File: src/sv/gmdc_pkg.sv
package gmdc_pkg;

  // fixed field widths
  localparam int CELL_W   = 12;
  localparam int REG_W    = 7;
  localparam int CFG_IDX_W = 1;

  // grid capacity
  localparam int MAX_COLUMNS = 64;
  localparam int MAX_ROWS    = 64;

  // configuration register indexes
  localparam logic [CFG_IDX_W-1:0] REG_GRID_WIDTH  = 1'd0;
  localparam logic [CFG_IDX_W-1:0] REG_GRID_HEIGHT = 1'd1;

  // item kinds
  localparam logic [1:0] KIND_LOAD  = 2'd0;
  localparam logic [1:0] KIND_START = 2'd1;
  localparam logic [1:0] KIND_STEP  = 2'd2;
  localparam logic [1:0] KIND_READ  = 2'd3;

  // result status codes
  localparam logic [2:0] ST_ACCEPTED  = 3'd0;
  localparam logic [2:0] ST_CARVED    = 3'd1;
  localparam logic [2:0] ST_BACKTRACK = 3'd2;
  localparam logic [2:0] ST_STALLED   = 3'd3;
  localparam logic [2:0] ST_FINISHED  = 3'd4;
  localparam logic [2:0] ST_READ_DATA = 3'd5;

  // one word of the cell memory
  typedef struct packed {
    logic       loaded;
    logic       blocked;
    logic       visited;
    logic [3:0] walls;
  } cell_word_t;

endpackage

File: src/sv/gmdc_div.sv
module gmdc_div (
  input  logic                       clk,
  input  logic                       rst_n,
  input  logic                       start,
  input  logic [gmdc_pkg::CELL_W-1:0] dividend,
  input  logic [gmdc_pkg::REG_W-1:0]  divisor,
  output logic                       done,
  output logic [gmdc_pkg::CELL_W-1:0] quot,
  output logic [gmdc_pkg::REG_W-1:0]  rem
);
  import gmdc_pkg::*;

  localparam int CNT_W = $clog2(CELL_W);

  logic               busy_r, busy_nxt;
  logic               done_r, done_nxt;
  logic [CNT_W-1:0]   cnt_r, cnt_nxt;
  logic [CELL_W-1:0]  quot_r, quot_nxt;
  logic [REG_W-1:0]   rem_r, rem_nxt;
  logic [REG_W:0]     trial;

  // restoring division, one quotient bit per cycle
  always_comb begin
    busy_nxt = busy_r;
    done_nxt = 1'b0;
    cnt_nxt  = cnt_r;
    quot_nxt = quot_r;
    rem_nxt  = rem_r;
    trial    = {rem_r, quot_r[CELL_W-1]};
    if (start) begin
      busy_nxt = 1'b1;
      cnt_nxt  = '0;
      quot_nxt = dividend;
      rem_nxt  = '0;
    end else if (busy_r) begin
      if (trial >= {1'b0, divisor}) begin
        rem_nxt  = REG_W'(trial - {1'b0, divisor});
        quot_nxt = {quot_r[CELL_W-2:0], 1'b1};
      end else begin
        rem_nxt  = trial[REG_W-1:0];
        quot_nxt = {quot_r[CELL_W-2:0], 1'b0};
      end
      cnt_nxt = cnt_r + 1'b1;
      if (cnt_r == CNT_W'(CELL_W - 1)) begin
        busy_nxt = 1'b0;
        done_nxt = 1'b1;
      end
    end
  end

  always_ff @(posedge clk) begin
    if (!rst_n) begin
      busy_r <= 1'b0;
      done_r <= 1'b0;
      cnt_r  <= '0;
    end else begin
      busy_r <= busy_nxt;
      done_r <= done_nxt;
      cnt_r  <= cnt_nxt;
    end
    quot_r <= quot_nxt;
    rem_r  <= rem_nxt;
  end

  assign done = done_r;
  assign quot = quot_r;
  assign rem  = rem_r;

endmodule
File: config.mk
export PLATFORM = sky130hd
export DESIGN_NAME = gmdc_div
export DESIGN_NICKNAME = d
export VERILOG_FILES = /design/src/sv/gmdc_pkg.sv /design/src/sv/gmdc_div.sv
export SDC_FILE = /design/constraint.sdc
export NUM_CORES = 1
export LEC_CHECK = 0
export BUFFER_PORTS_ARGS = -buffer_cell sky130_fd_sc_hd__buf_2
export CORE_ASPECT_RATIO = 1.5
export CORE_MARGIN = 4
export CORE_UTILIZATION = 52
export DETAILED_ROUTE_END_ITERATION = 10
export GPL_TIMING_DRIVEN = 0
export PLACE_DENSITY = 0.81
export SYNTH_ARGS = -nofsm -noshare
export SYNTH_HDL_FRONTEND = slang
export SYNTH_SLANG_ARGS = --single-unit
File: constraint.sdc
create_clock -name clk -period 2.4 [get_ports clk]
set_input_delay 0.24 -clock clk [delete_from_list [all_inputs] [get_ports clk]]
set_output_delay 0.24 -clock clk [all_outputs]
set_load 0.01 [all_outputs]
Word-level counts from Yosys, hierarchy flattened
Index checks and enable logic that the tools add are counted.

Add/subtract/negate cells: 2. $lt $le $gt $ge: 1. Equality and inequality tests: 1. Muxes and demuxes: 8. Bitwise gates (word level): 2. Reductions and logical operators: 3.

Operators with widths (count): 2-to-1 mux 12 bit (2); >= comparator 8 x 7 -> 1 bit (1); 2-to-1 mux 7 bit (1); subtractor 7 bit (1); 2-to-1 mux 1 bit (5); adder 4 x 1 -> 4 bit (second input constant) (1); equality test 4 bit (second input constant) (1); OR reduction 3 bit (1); NOT 1 bit (2); nonzero test 2 bit (1); OR reduction 2 bit (1).

Bits in registers: 25. Input bits: 22. Logic and storage cells: 22.

Longest topological paths before layout
Gate-level depths: netlist (run 1).

Depth after elaboration: 4. Mapped depth: 9. Gate-level depth less buffers: 7.

Least setup slack after synthesis (run 1)
Ideal clock, no wire load.

Kind: flip-flop to flip-flop. Start: register quot_r[11] (netlist: quot[11]). End: register rem_r[0] (netlist: rem[0]). Setup time: 88 ps. Arrival time: 2128 ps. Required time: 2312 ps. Path slack: 184 ps. Stages on the path, launching flop included: 10. Buffers on the path: 2. Cell sequence: edfxtp_1 -> inv_1 -> ha_1 -> fa_1 -> nand2b_1 -> a211o_1 -> buf_6 -> and3_1 -> buf_6 -> a311oi_2.

Longest elaborated chain between the ends: 2. Elaborated cells on any way between the ends: 3. Classes of those cells: 1 x add/sub; 1 x order compare; 1 x mux.

Ends and longest elaborated chain: start: declaration (line gmdc_div.sv:18) `logic [CELL_W-1:0] quot_r, quot_nxt;`; start signal: assignment (line gmdc_div.sv:61) `quot_r <= quot_nxt;`; subtractor 7 bit or >= comparator 8 x 7 -> 1 bit (tied branches) (line gmdc_div.sv:37, gmdc_div.sv:36); 2-to-1 mux 7 bit * (line gmdc_div.sv:36) `if (trial >= {1'b0, divisor}) begin`; end signal: assignment (line gmdc_div.sv:62) `rem_r <= rem_nxt;`; end: declaration (line gmdc_div.sv:19) `logic [REG_W-1:0] rem_r, rem_nxt;`.

Mark *: on every way between the ends. The rest lies on a longest branch, timed or not. A chain may end at the register's enable or synchronous reset.

Worst setup path after layout (run 1)
Ends and elaborated chain as after synthesis.

==> results.yml, run 1 <==
global_routing:
  grt_max_degree: 14
  use_met2_pct: 33.8
  top_usage_layer: "met2"
  grtUsageMet1_pct: 19.8
  grt_usage_pct: 18.4
  grt_util_met3_pct: 2.74
  antenna_found_initial: 0
  grt_pass1_wl_mm: 5.50
  grt_overflow: 0
  grt_pass1_vias: 1284
power:
  p_leak_uw: 0.000802
  ir_drop_v: 0.000566
  finalPower_uw: 1010
  p_per_area_nw_per_um2: 537
cells_and_area:
  drive_gt1_share_pct: 35.5
  multiInputGateArea_um2: 868
  antenna_cells: 0
  fin_nets: 232
  final_cells: 239
  final_cell_area_um2: 1890
  area_delta_synth_final_pct: 19.4
  nFillCells: 251
  seqCellArea_um2: 621
worst_setup_path:
  end_kind: "flip-flop"
  path_class: "flip-flop to flip-flop"
  slowest_stage: "fa_1"
  critPathLaunchType: "flip-flop"
  critical_path.cell_chain: "inv_1 -> ha_1 -> fa_1 -> nand2b_4 -> a211o_1 -> buf_6 -> and3_1 -> buf_6 -> a311oi_2"
  crit_fanout: 9
  path_delay_family: "adder cells"
  crit_required_ns: 2.59
  max_stage_delay_ns: 0.41
  path_common_cell: "buf_6"
  worst-path-buf-inv: 3
  worstPathArrival_ns: 2.44
  reg2reg_from: "quot[11]$_DFFE_PP_"
  critPathLaunch: "quot[11]$_DFFE_PP_"
detailed_routing:
  wl_per_cell_um: 13.8
  drt-initial-drc-count: 29
  drc_errors: 0
  via_per_inst: 5.39
  antenna_left: 0
  vias: 1289
  wl_mm: 3.30
  drtPass1Iterations: 4
clock_network:
  cts.clk_slew.worst_paths_ns: 0.08
  hold_buffers: 0
  clock-sinks: 25
  numCtsBuffers: 3
  cts_tree: "yes"
  htreeDepth: 1
  clk_latency_ns: 0.27
  cts_root_buffer: "clkbuf_8"
  clk_path_buf_depth: 2
placed_design:
  dp.cells: 235
  port_buffers: 41
  gp_congestion: 0.834
  post_dp_cell_area_um2: 1840
  dp_hpwl_mm: 2.68
timing:
  fin_crit_sh_pct: 93.7
  layout_min_cycle_time_ns: 2.25
  skew_ns: 0.00232
  clock.fmax_ghz: 0.445
  finalSetupTns_ns: 0
  timing.final.hold_violations: 0
  rsz0062_at_grt: "false"
  holdWs_ns: 0.200
  slew_headroom_pct: 64.9
  tightestPinTransition_ns: 0.527
  drv_slew: 0
  setup_viol: 0
synth:
  syn_avg_cell_area_um2: 10.2
  syn_area_um2: 1580
  ys_seq_area_share_pct: 39.2
  synth-edff-count: 12
  ys_types: 45
  async_flop_share_pct: 0
  synth_flop_cell: "dfxtp_1"
  synth_seq_cells: 25
  yosysWarnings: 0
  synth_nets: 186
  syn_inst: 155
floorplanning:
  core_area_um2: 2910
  die_w_um: 53.1
  io_pins: 42
  die_height_um: 75.6
  start_util_pct: 54.4
  die_area_um2: 4010
  rows: 24
min_path:
  hold_path.startpoint: "rst_n"
  hp-class: "primary input to flip-flop"
flow_run:
  cap_violations: 0
run_status:
  outcome: "completed"
[cells in the mapped netlist, drive strengths merged, types with 2 or more instances]
cell type   n  share of area (%)
dfxtp      13                 16
inv        13                3.1
nor2       13                3.1
edfxtp     12                 23
mux2       11                7.8
ha          8                6.3
nand2       8                1.9
buf         7                2.9
nand2b      6                2.4
nor3b       6                2.8
a211oi      4                2.7
a41oi       4                2.2
nand3b      4                1.9
xnor2       4                2.2
a21o        3                1.4
nand4       3                1.2
o21ai       3               0.95
or3b        3                1.7
a21oi       2               0.63
a311oi      2                1.9
a31oi       2               0.79
clkbuf      2               0.47
mux2i       2                1.3
nand3       2               0.95
o21bai      2               0.95
o31ai       2                1.6
or2         2               0.79
xor2        2                1.1
[metal layers]
metal	vias to the layer above	share of wire, %
met2	39	52
met5	-	0
met4	0	1.8
met3	5	5.4
li1	655	-
met1	590	40
[worst register-to-register path, stage by stage (launching register included)]
cell and delay (ns):
edfxtp_1 0.35, inv_1 0.07, ha_1 0.20, fa_1 0.41
nand2b_4 0.17, a211o_1 0.26, buf_6 0.14, and3_1 0.19
buf_6 0.13, a311oi_2 0.24
[what timing repair did]
item | CTS | global route
setup endpoints to repair | 0 | 1
endpoints found under the hold margin | 0 | 0
setup buffers | 0 | 0
gates resized for setup | 0 | 1
[cell families after synthesis]
| family | count (synthesis) | share of synthesized area (%) |
|---|---|---|
| compound gates | 29 | 15.9 |
| mux | 13 | 9.08 |
| fa+ha+maj | 9 | 7.58 |
| buf+inv | 22 | 6.48 |
| simple gates | 51 | 18.5 |
| flops | 25 | 39.2 |
| xor+xnor | 6 | 3.32 |
[cells in the final DEF, fill, tap and decap left out, types with 4 or more instances in the layout]
cell type	instances
dfxtp_1	13
nand2b_1	5
edfxtp_1	12
a41oi_1	4
mux2_2	11
nand2_1	8
nand3b_1	4
inv_1	13
nor3b_1	6
nor2_1	13
ha_1	8
xnor2_1	4
buf_2	42
[cell type report]
class	instances	area share [%]
inverters	13	2.58
clock buffers	4	2.38
flip-flops and latches	25	32.8
multi-input cells	108	45.9
well taps	39	2.58
repair buffers	41	10.9
plain buffers	9	2.85
[sequential cells by signal, summed over array words and instances, names as in the netlist]
name	cells
cnt_r	4
done	1
busy_r	1
rem	7
quot	12
[power by group]
part	leakage, µW	internal, µW	switching, µW
Sequential	0.000227	485	22.8
Combinational	0.000553	123	137
Clock	0.0000228	119	128
Total	0.000802	727	288
[path summary, 6_finish.rpt]
check / slack, ns / cells after the start / to
setup / recovery: 0.15 / 9 / rem[0]$_SDFFE_PP0P_
hold / removal: 0.20 / 2 / busy_r$_SDFF_PN0_
setup reg to reg: 0.15 / 9 / rem[0]$_SDFFE_PP0P_
hold reg to reg: 0.50 / 2 / done$_SDFF_PP0_
[metrics by stage]
step	util, %	setup WS (ns)
global route	64.9	0.0427
finish	64.9	0.151
detailed placement	63.1	0.111
floorplan	-	0.184
CTS	64.6	0.0942
global placement	63.1	0.167
Power figures use the tool's default switching activity.
==> run 2, diff against run 1 <==
- REMOVE_ABC_BUFFERS: not set -> 1
==> run 2 against run 1 <==
Against the previous run: global-route usage fell by 0.25 points; setup slack worse by 0.011 ns; sequential share of layout area grew 1.0 points; sequential power increased by 1%; register-to-register slack hardly changed; core utilization decreased by 2.0 points; first-iteration DRC count shrank 38%; clock power is 4% lower; worst hold slack better by 0.033 ns.
==> results.yml, run 2 (same netlist as run 1, synthesis figures left out) <==
global_routing:
  grt_max_degree: 30
  grt_overflow: 0
  grt_usage_pct: 18.2
  grt_pass1_vias: 1277
  grt_pass1_wl_mm: 5.60
  antenna_found_initial: 0
clock_network:
  hold_buffers: 0
  cts.clk_slew.worst_paths_ns: 0.08
  postCtsSetupBuffers: 0
  numCtsBuffers: 3
  clk_path_buf_depth: 2
  cts_tree: "yes"
  cts_root_buffer: "clkbuf_8"
  cts_resized: 0
  clock-sinks: 25
  clk_latency_ns: 0.26
  htreeDepth: 1
detailed_routing:
  drc_errors: 0
  wl_mm: 3.19
  via_per_inst: 5.50
  drtPass1Iterations: 4
  wl_per_cell_um: 13.9
  vias: 1265
  drt-initial-drc-count: 18
  antenna_left: 0
worst_setup_path:
  slowest_stage: "fa_1"
  crit_required_ns: 2.58
  worst-path-buf-inv: 1
  worstPathArrival_ns: 2.44
  critical_path.cell_chain: "inv_1 -> ha_1 -> fa_1 -> nand2b_1 -> a211o_2 -> and3_2 -> a311oi_2"
  critPathLaunchType: "flip-flop"
  crit_fanout: 9
  max_stage_delay_ns: 0.40
  path_class: "flip-flop to flip-flop"
  path_delay_family: "compound AO/OA/AOI/OAI gates"
  end_kind: "flip-flop"
timing:
  fin_crit_sh_pct: 94.2
  timing.final.hold_violations: 0
  drv_slew: 0
  tightestPinTransition_ns: 0.815
  holdWs_ns: 0.233
  clock.fmax_ghz: 0.442
  layout_min_cycle_time_ns: 2.26
  rsz0062_at_grt: "false"
  finalSetupTns_ns: 0
  slew_headroom_pct: 45.6
  skew_ns: 0.00721
  setup_viol: 0
power:
  ir_drop_v: 0.000448
  p_per_area_nw_per_um2: 540
  p_leak_uw: 0.000774
placed_design:
  gp_congestion: 0.803
  dp_hpwl_mm: 2.51
  post_dp_cell_area_um2: 1780
  dp.cells: 226
  port_buffers: 41
cells_and_area:
  drive_gt1_share_pct: 36.1
  fin_nets: 223
  area_delta_synth_final_pct: 15.7
  final_cell_area_um2: 1830
  final_cells: 230
  final_common_cell: "buf_2"
  largest_register_ffs: 12
  layout_common_cells: "buf_2, inv_1, nor2_1, dfxtp_1, edfxtp_1"
  nFillCells: 243
  antenna_cells: 0
floorplanning:
  core_area_um2: 2910
  start_util_pct: 54.4
  io_pins: 42
  rows: 24
  die_w_um: 53.1
  die_area_um2: 4010
  die_height_um: 75.6
run_status:
  outcome: "completed"
min_path:
  hp-class: "primary input to flip-flop"
flow_run:
  cap_violations: 0
-- run 2: layout make-up --
type / count / area [µm²] / share of cell area [%]
Sequential cell: 25 / 621 / 33.9
Timing Repair Buffer: 41 / 205 / 11.2
Tap cell: 39 / 48.8 / 2.66
Inverter: 13 / 48.8 / 2.66
Clock inverter: 1 / 5.00 / 0.273
Multi-Input combinational cell: 108 / 863 / 47.1
Clock buffer: 3 / 41.3 / 2.25
-- run 2: final timing paths --
path,startpoint,end,slack [ns],cells after the start
min reg2reg,cnt_r[3]$_SDFFE_PP0P_,done$_SDFF_PP0_,0.51,2
min,rst_n,busy_r$_SDFF_PN0_,0.23,2
max,quot[11]$_DFFE_PP_,rem[0]$_SDFFE_PP0P_,0.14,7
max reg2reg,quot[11]$_DFFE_PP_,rem[0]$_SDFFE_PP0P_,0.14,7
-- run 2: stage by stage --
step           worst slack [ns]  util, %  total power (µW)
6_report                  0.140     62.9               990
5_1_grt                  0.0148     62.9              1050
4_1_cts                  0.0815     62.8              1000
3_5_place_dp             0.0972     61.3               763
3_3_place_gp              0.116     61.3               755
2_1_floorplan             0.230        -               676
-- run 2: metal layers --
layer  share of wire, %  GRT usage [%]  up-vias  wire length [µm]
met1                 41           21.5      584              1300
met4                1.1           5.97        0                35
met5                  0              0        -                 0
li1                   -              -      635                 -
met2                 52           32.3       40              1670
met3                5.7           3.72        6               183
-- run 2: worst reg2reg max path, delay by kind of cell (launching register included) --
| family | cells | cell delay, ns |
|---|---|---|
| adder cells (fa/ha/maj) | 2 | 0.60 |
| AND/OR/NAND/NOR | 2 | 0.50 |
| flip-flops | 1 | 0.36 |
| buffers and inverters | 1 | 0.07 |
| AO/OA/AOI/OAI | 2 | 0.65 |
-- run 2: report_power, final --
part | switching [µW] | internal, µW
clock network | 121 | 116
logic | 126 | 113
registers | 28.3 | 485
total | 276 | 714
==> run 3, diff against run 2 <==
- GPL_TIMING_DRIVEN: 0 -> not set
==> run 3 against run 2 <==
Against the previous run: global-route usage up 0.13 points; sequential power about the same; cell count rose by 1.3%; final area is 1.1% higher; critical path depth unchanged; highest routed layer unchanged; critical endpoint is now rem[2]$_SDFFE_PP0P_.
==> results.yml, run 3 (same netlist as run 1, synthesis figures left out) <==
run_status:
  outcome: "completed"
power:
  ir_drop_v: 0.000524
  p_int_uw: 717
  p_seq_share_pct: 50.9
  power_frac_comb_pct: 24.9
  switching_share_pct: 28.4
  p_per_area_nw_per_um2: 540
  p_leak_uw: 0.000787
  p_sw_uw: 284
  p_clk_share_pct: 24.2
global_routing:
  grt_max_degree: 30
  antenna_found_initial: 0
  grt_usage_pct: 18.3
  grt_pass1_wl_mm: 5.55
  grt_overflow: 0
  grt_pass1_vias: 1256
detailed_routing:
  drc_errors: 0
  drt-initial-drc-count: 37
  wl_per_cell_um: 14.3
  drtPass1Iterations: 4
  vias: 1296
  antenna_left: 0
  via_per_inst: 5.56
  wl_mm: 3.34
timing:
  skew_ns: 0.0112
  drv_slew: 0
  rsz0062_at_grt: "false"
  layout_min_cycle_time_ns: 2.14
  timing.final.hold_violations: 0
  holdWs_ns: 0.191
  clock.fmax_ghz: 0.468
  tightestPinTransition_ns: 0.572
  slew_headroom_pct: 61.8
  setup_viol: 0
  finalSetupTns_ns: 0
  fin_crit_sh_pct: 89.0
  fin_ws_ns: 0.263
clock_network:
  htreeDepth: 1
  clk_path_buf_depth: 2
  clock-sinks: 25
  cts_root_buffer: "clkbuf_8"
  cts.clk_slew.worst_paths_ns: 0.09
  cts_resized: 0
  postCtsSetupBuffers: 0
  numCtsBuffers: 3
  cts_tree: "yes"
  clk_latency_ns: 0.27
  hold_buffers: 0
worst_setup_path:
  path_class: "flip-flop to flip-flop"
  worstPathArrival_ns: 2.32
  crit_fanout: 6
  critPathLaunchType: "flip-flop"
  crit_required_ns: 2.58
  end_kind: "flip-flop"
  r2r_cells: 7
cells_and_area:
  nFillCells: 260
  drive_gt1_share_pct: 36.1
  final_common_cell: "buf_2"
  area_delta_synth_final_pct: 17.0
  multiInputGateArea_um2: 861
  seqCellArea_um2: 621
  largest_register_ffs: 12
  fin_nets: 226
  antenna_cells: 0
  layout_common_cells: "buf_2, inv_1, nor2_1, dfxtp_1, edfxtp_1"
floorplanning:
  io_pins: 42
  rows: 24
  die_height_um: 75.6
  start_util_pct: 54.4
  die_area_um2: 4010
  core_area_um2: 2910
  die_w_um: 53.1
placed_design:
  port_buffers: 41
  dp_slack_ns: 0.276
  gp_congestion: 0.825
  dp_hpwl_mm: 2.65
min_path:
  hp-class: "primary input to flip-flop"
  min_path_cells: 2
flow_run:
  cap_violations: 0
==> run 3: power by group through the flow <==
| stage | Sequential, µW | Clock (µW) | Combinational, µW |
|---|---|---|---|
| floorplan | 532 | 0 | 144 |
| global placement | 519 | 0 | 240 |
| detailed placement | 520 | 0 | 249 |
| CTS | 511 | 248 | 251 |
| global route | 516 | 258 | 276 |
| finish | 510 | 242 | 249 |
==> run 3: metrics by stage <==
step	total power [µW]	util [%]	instance area, µm²	std cells
floorplan	676	-	1530	146
global placement	759	62.0	1810	229
detailed placement	769	62.0	1810	229
CTS	1010	63.6	1850	233
global route	1050	63.6	1850	233
finish	1000	63.6	1850	233
==> run 3: path summary, 6_finish.rpt <==
check,from,endpoint,slack (ns)
worst max-delay path,quot[11]$_DFFE_PP_,rem[2]$_SDFFE_PP0P_,0.26
worst min-delay path,rst_n,busy_r$_SDFF_PN0_,0.19
worst max register to register,quot[11]$_DFFE_PP_,rem[2]$_SDFFE_PP0P_,0.26
worst min register to register,cnt_r[3]$_SDFFE_PP0P_,done$_SDFF_PP0_,0.50
==> run 3: metal layers <==
metal	global-route usage, %	up-vias	share of wire (%)
met2	31.8	41	53
met1	23.2	613	41
met4	5.40	0	0.99
li1	-	638	-
met5	0	-	0
met3	2.94	4	4.8
==> run 3: critical path, cell delays in order (launching register included) <==
cell	delay [ns]
edfxtp_1	0.35
inv_1	0.07
ha_1	0.20
fa_1	0.39
nand2b_1	0.19
a211o_1	0.27
and3_1	0.28
a311oi_2	0.30
==> run 3: cell type report <==
| cell class | instances | share of cell area (%) |
|---|---|---|
| clock buffers | 3 | 2.23 |
| clock inverters | 1 | 0.270 |
| inverters | 13 | 2.63 |
| multi-input cells | 108 | 46.5 |
| flip-flops and latches | 25 | 33.5 |
| well taps | 39 | 2.63 |
| repair buffers | 44 | 12.3 |
