**src/sv/gmdc_ram.sv**
```systemverilog
module gmdc_ram #(
  parameter int WIDTH = 8,
  parameter int DEPTH = 16
) (
  input  logic                     clk,
  input  logic                     we,
  input  logic [$clog2(DEPTH)-1:0] waddr,
  input  logic [WIDTH-1:0]         wdata,
  input  logic [$clog2(DEPTH)-1:0] raddr,
  output logic [WIDTH-1:0]         rdata
);

  logic [WIDTH-1:0] mem [DEPTH];

  // one write port, one registered read port
  always_ff @(posedge clk) begin
    if (we) begin
      mem[waddr] <= wdata;
    end
    rdata <= mem[raddr];
  end

endmodule

```
**config.mk**
```make
export PLATFORM = sky130hd
export DESIGN_NAME = gmdc_ram
export DESIGN_NICKNAME = d
export VERILOG_FILES = /design/src/sv/gmdc_ram.sv
export SDC_FILE = /design/constraint.sdc
export NUM_CORES = 1
export LEC_CHECK = 0
export BUFFER_PORTS_ARGS = -buffer_cell sky130_fd_sc_hd__buf_2
export CORE_UTILIZATION = 50
export DETAILED_ROUTE_END_ITERATION = 16
export GPL_TIMING_DRIVEN = 1
export PLACE_DENSITY = 0.67
export SLEW_MARGIN = 0
export SYNTH_ARGS = -nofsm -noshare
export SYNTH_HDL_FRONTEND = slang
export SYNTH_SLANG_ARGS = --single-unit
```
**constraint.sdc**
```tcl
create_clock -name clk -period 2.2 [get_ports clk]
set_input_delay 0.22 -clock clk [delete_from_list [all_inputs] [get_ports clk]]
set_output_delay 0.22 -clock clk [all_outputs]
set_load 0.005 [all_outputs]
```
Word-level counts from Yosys, hierarchy flattened:

Memories as Yosys holds them, arrays and structs flattened. A register that Yosys moved wholly into a read port is not among the register bits.
Index checks and enable logic that the tools add are counted.

* input port bits: 18
* bits in registers: 0
* memories: 1
* output and inout port bits: 8
* bits in writable memories: 128

* multiplexer cells: 2

Memory list
* mem: depth 16, bits a word 8, read ports 1, clocked after memory_dff 1, wr ports 1, RTL line 13 `logic [WIDTH-1:0] mem [DEPTH];`

Operators by type and width (count)
* 1-bit 2-to-1 mux: 2

Logic depth before layout (Yosys ltp):

Gate-level depths: netlist of the first run.

* word-level depth: 2
* mapped depth: 5

Least setup slack after synthesis of the first run:

OpenSTA, ideal clock, no wires.

* path type: input to register
* start point: input waddr[2]
* end point: memory mem[0][0] (enable)
* setup slack: 487 ps
* setup time: 383 ps
* path buffers: 0
* data required time: 1817 ps
* arrival time: 1330 ps
* stages: 2
* cell sequence: or3b_2 > nor3_1

RTL lines
* from (decl): RTL line 7 `input logic [$clog2(DEPTH)-1:0] waddr,`
* to (decl): RTL line 13

Straight into the memory's write port.

==> results summary, run 1 <==
The number of nets with antenna violations after detailed routing is 0. The worst path uses 63.5% of the clock period. The multi-input logic area came out at 0.00106 mm^2. The portion of the post-synthesis area used by sequential elements came out at 77.8%. The number of slew-limit violations in the final report is 0. The total number of nets in the final design came out at 301. The final count of negative-setup-slack endpoints is 0. The buffer levels on the longest clock path is 2. The placed wire-length estimate after detailed placement is 5990 um. The initial antenna violation count is 0.

The root buffer cell chosen for the clock tree is sky130_fd_sc_hd__clkbuf_8. Counting instances in the post-synthesis netlist gives the leading cell types as sky130_fd_sc_hd__edfxtp_1, sky130_fd_sc_hd__mux4_2, sky130_fd_sc_hd__a22oi_1. The distinct cell type count of the synthesized netlist came out at 19. The data arrival at the endpoint of the critical path is 1.79 ns. In this run the standard cell core region covers 0.00986 mm^2. The count of H-tree levels built during CTS is 4. The total I/O pin count came out at 26. The final worst clock skew came out at 0.0159 ns. The launch point of the worst hold path is wdata[2]. The worst-case register-to-register setup slack is 0.80 ns. Of all cell types, the one taking the most synthesized area is sky130_fd_sc_hd__edfxtp_1. The required time of the critical path came out at 2.59 ns. The overall routed net length came out at 9920 um. The DRC violations left came out at 0. The depth of the worst register-to-register path is 3.

The routability congestion estimate from global placement came out at 0.725. A synthesized cell averages 22.5 um^2. The end point of the most critical hold path is mem[5][2]$_DFFE_PP_. The clock tree from TritonCTS is done. The hold violation count in the final report was 0.

The number of instances in the synthesized netlist came out at 229. VDD sags by at most 0.522 mV. The die extent in x came out at 103 um. The clock insertion delay at the later pin of the skew report is 0.52 ns. The leftover overflow at the end of global routing is 0.

The global-route wire length before repair is 15000 um. The dominant cell by count in the synthesized netlist is sky130_fd_sc_hd__edfxtp_1. The amount of wire on met2 after detailed routing is 4880 um. The number of global-route vias before repair is 2524. The clock period minus final worst setup slack is 1.40 ns. Clock-pin slew was measured on the worst setup and hold paths at 0.06 ns. The number of cells upsized or downsized after cts is 0. The die footprint is 0.0107 mm^2. The hold-critical path depth is 1.

The power per unit of standard cell area is 1000 mW/mm^2. The first detailed-routing pass took 4 iterations. The portion of synthesized cell area occupied by the leading cell type came out at 74.7%. The run finished with clean final reports.

The portion of total power attributed to the clock network is 48.3%. For this run, asynchronously set or reset flops after synthesis account for 0%. The met1 layer wirelength in the final routing is 4280 um. The number of hold buffers added after cts came out at 0. The floorplan step set the die height to 103 um. Sequential cells account for 47.4% of the total power. Synthesis produced a netlist with a net count of 247. The total length of routed met3 wires is 605 um. By area the synthesized netlist is led by sky130_fd_sc_hd__edfxtp_1, sky130_fd_sc_hd__mux4_2, sky130_fd_sc_hd__mux4_1. The internal power of the cells totals 4970 uW. In this run the critical register-to-register path is launched from mem[1][0]$_DFFE_PP_. The signed area change from the synthesized netlist to the final layout came out at 19.5%. The first-iteration detailed-routing DRC count came out at 137.

The highest routed metal layer is met4. The total clock sinks came out at 136. The number of max-capacitance violations reported is 0. The count of fill cells added during filler insertion is 668. The worst slew margin relative to its limit came out at 49.6%. The register area came out at 0.00400 mm^2.

The post-route worst hold slack came out at 0.0759 ns. The number of input and output port buffers inserted is 25. The critical path startpoint category is a flip-flop. STA classifies the critical path endpoint as a flip-flop. In the final routed layout, each cell accounts on average for 23.1 um. The number of buffers created by CTS is 17. The repair_antennas step left the layout with diodes totalling 0. The count of vias placed by the detailed router is 2441. The starting density of the core is 52.2%.

The number of enable-type register cells in the synthesized netlist came out at 128. The share of total power dissipated in combinational logic is 4.3%. The via-per-instance ratio came out at 5.69.

The total number of placement rows is 36. The placed cell area is 0.00553 mm^2. Post-CTS timing repair inserted 0 buffers for setup.

The maximum operating frequency came out at 0.716 GHz. The startpoint-to-endpoint class of the critical path is flip-flop to flip-flop. The static power due to leakage is 0.00210 uW. The pin count of the biggest net entering global routing came out at 33.

The aggregate negative setup slack came out at 0 ns. For the pin with the worst max-slew slack, the measured transition is 0.754 ns. The post-route netlist has 31.1% of its cells at a drive strength greater than 1. The largest fanout of any net on the critical path came out at 1. For this run, the leading register cell type out of synthesis is sky130_fd_sc_hd__edfxtp_1. The worst register-to-register path ends at rdata[0]$_DFF_P_.

The net load switching power is 1180 uW. The class of the tightest hold or removal check is primary input to flip-flop. The synthesized area is 0.00515 mm^2. The final design instance area without fill is 0.00615 mm^2. The number of warnings reported in the yosys synthesis log is 0.

The global-route usage over all layers is 21.4%. Setup repair after global routing left no endpoint under its margin. The switching share of total power is 19.3%.

The post-synthesis register bit count is 136.
-- metrics by stage --
stage | worst slack, ns | power, uW | utilization, % | std cells
after global routing | 0.757 | 6330 | 62.4 | 429
after detailed placement | 0.431 | 3240 | 56.0 | 397
after CTS | 0.786 | 6210 | 62.4 | 429
final | 0.803 | 6150 | 62.4 | 429
after global placement | 0.478 | 3230 | 56.0 | 397
after floorplan | 0.487 | 3110 | - | 229
-- cell families after synthesis --
logic type	synth area share [%]
compound gates	2.33
buf+inv	1.68
simple gates	3.18
mux	15.0
flops	77.8
-- cells in the final DEF, fill, tap and decap left out, types with 8 or more instances in the layout --
master and instances:
sky130_fd_sc_hd__nand2_1 9, sky130_fd_sc_hd__nor2_1 13, sky130_fd_sc_hd__buf_2 25, sky130_fd_sc_hd__dfxtp_1 8
sky130_fd_sc_hd__mux4_2 18, sky130_fd_sc_hd__mux4_1 14, sky130_fd_sc_hd__edfxtp_1 128, sky130_fd_sc_hd__a22oi_1 16
sky130_fd_sc_hd__clkbuf_16 16, sky130_fd_sc_hd__buf_4 18
-- power by group through the flow --
stage                     Combinational [uW]  Sequential [uW]  Clock [uW]
final                                    267             2910        2970
after global routing                     293             2920        3110
after CTS                                273             2910        3020
after detailed placement                 271             2970           0
after global placement                   264             2960           0
after floorplan                          147             2960           0
-- cell type report --
type	count	area share, %
flip-flops and latches	136	65.1
clock inverters	12	3.23
well taps	133	2.70
repair buffers	45	4.88
clock buffers	20	6.91
multi-input cells	83	17.2
-- critical path, cell delays in order (launching register included) --
cell	delay [ns]
sky130_fd_sc_hd__edfxtp_1	0.35
sky130_fd_sc_hd__mux4_1	0.50
sky130_fd_sc_hd__a22oi_1	0.34
sky130_fd_sc_hd__nand2_1	0.09
-- state kept, by name (all words and copies together) (netlist names) --
name / cells
rdata: 8
mem: 128
-- how the worst max path moves through the flow --
| stage | start | endpoint | slack (ns) | cells after the start |
|---|---|---|---|---|
| final | mem[1][0]$_DFFE_PP_ | rdata[0]$_DFF_P_ | 0.80 | 3 |
| after detailed placement | raddr[0] | rdata[0]$_DFF_P_ | 0.43 | 5 |
| after global placement | raddr[0] | rdata[0]$_DFF_P_ | 0.48 | 5 |
| after CTS | mem[1][0]$_DFFE_PP_ | rdata[0]$_DFF_P_ | 0.79 | 3 |
| after floorplan | waddr[2] | mem[0][0]$_DFFE_PP_ | 0.49 | 2 |
| after global routing | mem[2][0]$_DFFE_PP_ | rdata[0]$_DFF_P_ | 0.76 | 3 |
-- metal layers --
metal  vias to the layer above  GRT usage (%)
met5                         -              0
met4                         0           9.86
met3                        10           6.12
met2                        90           32.4
met1                      1259           29.2
li1                       1082              -
Note: power is estimated with default switching activity, not from simulation.
==> run 2: changes to the inputs <==
==> constraint.sdc (replaced) <==
create_clock -name clk -period 1.4 [get_ports clk]
set_input_delay 0.14 -clock clk [delete_from_list [all_inputs] [get_ports clk]]
set_output_delay 0.14 -clock clk [all_outputs]
set_load 0.005 [all_outputs]
==> results summary, run 2 (same netlist as run 1, synthesis figures left out) <==
The maximum operating frequency is 0.736 GHz (was 0.716 GHz). The initial antenna violation count is 0 (unchanged). The via-per-instance ratio is 5.73 (was 5.69). The global-route wire length before repair came out at 15100 um (was 15000 um).

The DRC violations left came out at 0 (unchanged). The most common library cell in the layout ignoring fill and taps was sky130_fd_sc_hd__edfxtp_1 (unchanged). The clock insertion delay at the later pin of the skew report came out at 0.53 ns (was 0.52 ns).

The global-route usage over all layers came out at 21.7% (was 21.4%). The aggregate negative setup slack came out at 0 ns (unchanged). The part of the cycle the worst path needs came out at 97.1% (was 63.5%). The buffer levels on the longest clock path came out at 2 (unchanged). The total number of nets in the final design came out at 316 (was 301). The final non-filler cell total came out at 444 (was 429). The clock period minus final worst setup slack was 1.36 ns (was 1.40 ns). The register name with the most flops is mem (unchanged).

The kind of end point of the critical path is a flip-flop (unchanged). The class of the tightest hold or removal check is primary input to flip-flop (unchanged). The required time of the critical path is 1.80 ns (was 2.59 ns).

The die footprint came out at 0.0107 mm^2 (unchanged). The data arrival at the endpoint of the critical path came out at 1.76 ns (was 1.79 ns). The die span in y is 103 um (unchanged). The final count of negative-setup-slack endpoints came out at 0 (unchanged).

The hold violation count in the final report is 0 (unchanged). The total I/O pin count was 26 (unchanged). The number of buffers created by CTS came out at 17 (unchanged). The number of max-capacitance violations reported is 0 (unchanged). The count of H-tree levels built during CTS came out at 4 (unchanged).

The signed area change from the synthesized netlist to the final layout is 24.0% (was 19.5%). The maximum VDD drop came out at 0.702 mV (was 0.522 mV). The final design instance area without fill is 0.00638 mm^2 (was 0.00615 mm^2). The starting density of the core came out at 52.2% (unchanged). The floorplan core area is 0.00986 mm^2 (unchanged). The power per unit of standard cell area is 1590 mW/mm^2 (was 1000 mW/mm^2). The final worst clock skew is 0.00796 ns (was 0.0159 ns). The pin count of the biggest net entering global routing came out at 20 (was 33). The number of placed cells counting well taps is 405 (was 397). The clock-pin slew on the worst setup and hold paths came out at 0.06 ns (about the same). The flip-flop count of the largest register, all copies and words added is 128 (unchanged). The first-pass detailed-route iteration total came out at 4 (unchanged). The total number of placement rows is 36 (unchanged). The routability congestion estimate from global placement came out at 0.772 (was 0.725). Commonest cells after routing, fill and taps aside: sky130_fd_sc_hd__edfxtp_1, sky130_fd_sc_hd__buf_2, sky130_fd_sc_hd__buf_4 (was sky130_fd_sc_hd__edfxtp_1, sky130_fd_sc_hd__buf_2, sky130_fd_sc_hd__mux4_2, sky130_fd_sc_hd__buf_4). The startpoint-to-endpoint class of the critical path was flip-flop to flip-flop (unchanged). The number of inserted diodes came out at 0 (unchanged).

The critical path startpoint category is a flip-flop (unchanged). The leftover overflow at the end of global routing came to 0 (unchanged). The static power due to leakage was 0.00222 uW (was 0.00210 uW). The share of layout cells above drive strength 1 came out at 34.4% (was 31.1%). The placed wire-length estimate after detailed placement is 6190 um (was 5990 um). The first-iteration detailed-routing DRC count is 151 (was 137). The clock tree from TritonCTS is done (unchanged). The number of slew-limit violations in the final report was 0 (unchanged).

The longest individual stage delay on the worst path is 0.50 ns (about the same). Setup repair after global routing missed its margin: no (unchanged). The placed cell area came out at 0.00562 mm^2 (was 0.00553 mm^2). Regs by FF count: mem x128, rdata x8 (unchanged). The total clock sinks came out at 136 (unchanged).

The number of nets with antenna violations after detailed routing is 0 (unchanged). The routed wire length per instance came out at 22.9 um (was 23.1 um). The worst-margin pin slew was 0.809 ns (was 0.754 ns). The number of input and output port buffers inserted is 25 (unchanged).

The register area came to 0.00400 mm^2 (unchanged). Chain of cells forming the critical path: mux4_2 -> a22oi_2 -> buf_4 -> nand2_1 (was mux4_1 -> a22oi_1 -> nand2_1). The family with the most delay on the worst path is multiplexers (unchanged). The count of vias placed by the detailed router is 2545 (was 2441). The number of global-route vias before repair is 2528 (was 2524).

The library cell used as clock root buffer is sky130_fd_sc_hd__clkbuf_8 (unchanged). The count of fill cells added during filler insertion is 639 (was 668). The multi-input logic area came out at 0.00107 mm^2 (was 0.00106 mm^2). The die extent in x came out at 103 um (unchanged). Run status: finished, final reports clean (unchanged). The largest fanout of any net on the critical path came out at 1 (unchanged).

The worst slew margin relative to its limit came to 45.9% (was 49.6%). The number of buffers and inverters on the critical path is 1 (was 0). The overall routed net length was 10200 um (was 9920 um). The master of the slowest instance on the critical path was sky130_fd_sc_hd__mux4_2 (was sky130_fd_sc_hd__mux4_1).
==> run 2: cell types whose count changed in the layout (fill, tap and decap cells not counted), moves of 2 or more <==
| cell | change |
|---|---|
| sky130_fd_sc_hd__dlygate4sd3_1 | +7 |
| sky130_fd_sc_hd__buf_4 | +6 |
| sky130_fd_sc_hd__a22oi_1 | -2 |
| sky130_fd_sc_hd__a22oi_2 | +2 |
| sky130_fd_sc_hd__buf_12 | +2 |
| sky130_fd_sc_hd__bufinv_16 | +2 |
| sky130_fd_sc_hd__clkbuf_1 | -2 |
| sky130_fd_sc_hd__clkbuf_8 | +2 |
| sky130_fd_sc_hd__clkinvlp_4 | -2 |
==> run 2: area by class of cell <==
class	instances	share of cell area [%]
Clock buffer	20	6.98
Clock inverter	12	3.84
Multi-Input combinational cell	83	16.7
Sequential cell	136	62.7
Tap cell	133	2.61
Timing Repair Buffer	60	7.13
==> run 2: worst paths after layout <==
check / from / slack (ns) / end / cells past startpoint
worst min register to register: mem[12][0]$_DFFE_PP_ / 0.69 / rdata[0]$_DFF_P_ / 3
worst min-delay path: wdata[6] / 0.02 / mem[6][6]$_DFFE_PP_ / 1
worst max-delay path: mem[7][6]$_DFFE_PP_ / 0.04 / rdata[6]$_DFF_P_ / 4
worst max register to register: mem[7][6]$_DFFE_PP_ / 0.04 / rdata[6]$_DFF_P_ / 4
==> run 2: power by group <==
part	switching, uW	internal [uW]	total, uW
combinational	241	218	459
clock	1580	3520	5110
sequential	28.2	4550	4580
total	1850	8300	10200
==> run 2: what timing repair did <==
item                                    4_1_cts  5_1_grt
hold buffers                                  7        0
endpoints found under the hold margin       112        0
buffers inserted                              0        0
endpoints found under the setup margin        1        2
pin swaps                                     0        0
resized for setup                             1        2
==> run 2: worst reg2reg max path, stage by stage (launching register included) <==
cell                       delay, ns
sky130_fd_sc_hd__edfxtp_1       0.37
sky130_fd_sc_hd__mux4_2         0.50
sky130_fd_sc_hd__a22oi_2        0.16
sky130_fd_sc_hd__buf_4          0.15
sky130_fd_sc_hd__nand2_1        0.05
==> run 2: per-stage QoR <==
stage	utilization [%]	total power (uW)	setup WS [ns]	hold slack, ns
2_1_floorplan	-	4890	-0.00615	0.239
3_3_place_gp	57.0	5090	-0.183	0.517
3_5_place_dp	57.0	5110	-0.196	0.515
4_1_cts	64.7	10200	0.00905	0.00862
5_1_grt	64.7	10400	0.00242	0.0217
6_report	64.7	10200	0.0406	0.0192
==> run 2: per-layer routing <==
layer  share of wire [%]  vias to the layer above  global-route usage (%)
li1                    -                     1112                       -
met1                  43                     1339                    29.4
met2                  50                       90                    33.3
met3                 6.9                        4                    7.39
met4                0.45                        0                    7.15
met5                   0                        -                       0
==> run 3: changes to the inputs <==
--- a/config.mk
+++ b/config.mk
@@ -9,7 +9,7 @@
 export CORE_UTILIZATION = 50
 export DETAILED_ROUTE_END_ITERATION = 16
 export GPL_TIMING_DRIVEN = 1
-export PLACE_DENSITY = 0.67
+export PLACE_DENSITY = 0.7
 export SLEW_MARGIN = 0
 export SYNTH_ARGS = -nofsm -noshare
 export SYNTH_HDL_FRONTEND = slang
==> constraint.sdc (replaced) <==
create_clock -name clk -period 1.1 [get_ports clk]
set_input_delay 0.22 -clock clk [delete_from_list [all_inputs] [get_ports clk]]
set_output_delay 0.22 -clock clk [all_outputs]
set_load 0.005 [all_outputs]
==> results summary, run 3 (same netlist as run 1, synthesis figures left out) <==
The die footprint is 0.0107 mm^2 (unchanged). The routed wire length per instance came to 22.3 um (was 22.9 um). The floorplan core area came out at 0.00986 mm^2 (unchanged). The clock tree from TritonCTS is done (unchanged). The starting density of the core came to 52.2% (unchanged). The critical path startpoint category is a flip-flop (unchanged). The buffer levels on the longest clock path is 2 (unchanged).

The number of slew-limit violations in the final report came out at 0 (unchanged). The routability congestion estimate from global placement came out at 0.723 (was 0.772). The kind of end point of the critical path is a flip-flop (unchanged). The count of vias placed by the detailed router is 2461 (was 2545). The first-pass detailed-route iteration total came to 4 (unchanged).

The share of layout cells above drive strength 1 came out at 46.6% (was 34.4%). The number of input and output port buffers inserted is 25 (unchanged). Setup repair after global routing missed its margin: yes (was no).

The clock insertion delay at the later pin of the skew report came to 0.51 ns (was 0.53 ns). The placed wire-length estimate after detailed placement came out at 6070 um (was 6190 um). Run status: finished with violations (was finished, final reports clean). The number of max-capacitance violations reported was 0 (unchanged).

The total number of placement rows came out at 36 (unchanged). Commonest cells after routing, fill and taps aside: sky130_fd_sc_hd__edfxtp_1, sky130_fd_sc_hd__mux4_2, sky130_fd_sc_hd__buf_2 (was sky130_fd_sc_hd__edfxtp_1, sky130_fd_sc_hd__buf_2, sky130_fd_sc_hd__buf_4). The worst-margin pin slew is 0.885 ns (was 0.809 ns). The count of H-tree levels built during CTS is 4 (unchanged).

Chain of cells forming the critical path: mux4_2 -> a22oi_2 -> nand2_1 (was mux4_2 -> a22oi_2 -> buf_4 -> nand2_1). The maximum operating frequency is 0.777 GHz (was 0.736 GHz). The number of hold buffers added after cts was 0 (was 7). The overall routed net length came out at 9820 um (was 10200 um).

The total setup buffers inserted after CTS came to 0 (unchanged). The via-per-instance ratio came out at 5.58 (was 5.73). The number of global-route vias before repair came out at 2454 (was 2528). The leftover overflow at the end of global routing was 0 (unchanged). The final worst clock skew was 0.00507 ns (was 0.00796 ns). The initial antenna violation count came to 1 (was 0). The number of nets with antenna violations after detailed routing is 0 (unchanged). The DRC violations left came out at 0 (unchanged).

The number of buffers created by CTS was 17 (unchanged). The total clock sinks came out at 136 (unchanged). The die extent in x is 103 um (unchanged). The worst path setup slack after routing came out at -0.187 ns (was 0.0406 ns).

Regs by FF count: mem x128, rdata x8 (unchanged). The required time of the critical path is 1.50 ns (was 1.80 ns). The die span in y came out at 103 um (unchanged). The startpoint-to-endpoint class of the critical path was flip-flop to flip-flop (unchanged).

The pin count of the biggest net entering global routing is 22 (was 20). The master of the slowest instance on the critical path is sky130_fd_sc_hd__mux4_2 (unchanged). The family with the most delay on the worst path is multiplexers (unchanged).

The signed area change from the synthesized netlist to the final layout was 26.7% (was 24.0%). The global-route usage over all layers came out at 20.7% (was 21.7%). The worst-case register-to-register setup slack was -0.19 ns (was 0.04 ns). The clock-pin slew on the worst setup and hold paths is 0.06 ns (about the same). The class of the tightest hold or removal check is primary input to flip-flop (unchanged).

The longest individual stage delay on the worst path is 0.49 ns (was 0.50 ns). The total I/O pin count is 26 (unchanged). The power per unit of standard cell area is 1960 mW/mm^2 (was 1590 mW/mm^2). The static power due to leakage came out at 0.00219 uW (was 0.00222 uW). The placed cell area was 0.00580 mm^2 (was 0.00562 mm^2). The launch point of the worst hold path is wdata[3] (was wdata[6]).

The pre-CTS setup slack is -0.489 ns (was -0.196 ns). The most common library cell in the layout ignoring fill and taps was sky130_fd_sc_hd__edfxtp_1 (unchanged). The final design instance area without fill is 0.00652 mm^2 (was 0.00638 mm^2). The register name with the most flops is mem (unchanged). The flip-flop count of the largest register, all copies and words added came out at 128 (unchanged). The number of buffers and inverters on the critical path was 0 (was 1). The library cell used as clock root buffer is sky130_fd_sc_hd__clkbuf_8 (unchanged). The worst slew margin relative to its limit is 40.9% (was 45.9%). The depth of the worst register-to-register path came out at 3 (was 4). The data arrival at the endpoint of the critical path came to 1.68 ns (was 1.76 ns).

The origin of the critical flop-to-flop path is mem[11][1]$_DFFE_PP_ (was mem[7][6]$_DFFE_PP_). The largest fanout of any net on the critical path was 1 (unchanged). The endpoint of the worst-slack reg-to-reg timing path is rdata[1]$_DFF_P_ (was rdata[6]$_DFF_P_).

The hold violation count in the final report is 0 (unchanged). The part of the cycle the worst path needs came out at 117% (was 97.1%). The final count of negative-setup-slack endpoints is 16 (was 0). The global-route wire length before repair is 14500 um (was 15100 um).

The first-iteration detailed-routing DRC count came out at 178 (was 151). The maximum VDD drop is 0.936 mV (was 0.702 mV). The end point of the most critical hold path was mem[3][3]$_DFFE_PP_ (was mem[6][6]$_DFFE_PP_).

The clock period minus final worst setup slack was 1.29 ns (was 1.36 ns). The checks that failed: negative setup slack. The hold-critical path depth was 1 (unchanged). The total number of nets in the final design is 312 (was 316).
==> run 3: cell count changes in the layout (fill, tap and decap cells not counted), sizes merged <==
cell | previous run | this run
dlygate4sd3 | 7 | 0
clkinvlp | 1 | 0
buf | 53 | 56
clkbuf | 20 | 19
inv | 0 | 5
bufinv | 7 | 6
clkinv | 4 | 2
diode | 0 | 1
==> run 3: area by class of cell <==
class	instances	area, um^2
multi-input combinational	83	1110
sequential	136	4010
tap	133	166
antenna	1	2.50
fill	627	3340
timing repair buffer	56	571
clock buffer	19	422
clock inverter	13	238
==> run 3: how the worst max path moves through the flow <==
stage | start | end | slack (ns) | depth (start not counted)
after floorplan | waddr[2] | mem[0][0]$_DFFE_PP_ | -0.22 | 2
after global routing | mem[15][4]$_DFFE_PP_ | rdata[4]$_DFF_P_ | -0.22 | 3
final | mem[11][1]$_DFFE_PP_ | rdata[1]$_DFF_P_ | -0.19 | 3
after CTS | mem[15][4]$_DFFE_PP_ | rdata[4]$_DFF_P_ | -0.19 | 3
after global placement | raddr[0] | rdata[1]$_DFF_P_ | -0.47 | 5
after detailed placement | raddr[0] | rdata[1]$_DFF_P_ | -0.49 | 5
==> run 3: metal layers <==
metal	track usage (%)	share of wire, %	vias up
li1	-	-	1094
met1	26.4	41	1276
met2	34.3	53	80
met3	5.65	5.2	11
met4	7.80	1.3	0
met5	0	0	-
==> run 3: stage by stage <==
stage / instances / hold slack, ns / utilization, % / setup TNS [ns] / power, uW
after CTS: 440 / 0.0791 / 65.8 / -2.03 / 12800
final: 441 / 0.0862 / 66.1 / -1.71 / 12800
after global routing: 440 / 0.0863 / 66.1 / -2.35 / 13100
after detailed placement: 408 / 0.599 / 58.8 / -35.25 / 6560
after floorplan: 229 / 0.319 / - / -13.55 / 6270
after global placement: 408 / 0.598 / 58.8 / -34.30 / 6550
==> run 3: timing repair <==
action	4_1_cts	5_1_grt
gates resized for setup	8	8
pin swaps	0	1
setup endpoints to repair	16	16
gates cloned	0	0
==> run 3: where the power goes <==
| group | internal [uW] | leakage, uW | total [uW] | switching [uW] |
|---|---|---|---|---|
| sequential | 5800 | 0.00122 | 5840 | 45.4 |
| clock | 4180 | 0.000322 | 6280 | 2110 |
| combinational | 323 | 0.000643 | 652 | 329 |
| total | 10300 | 0.00219 | 12800 | 2480 |
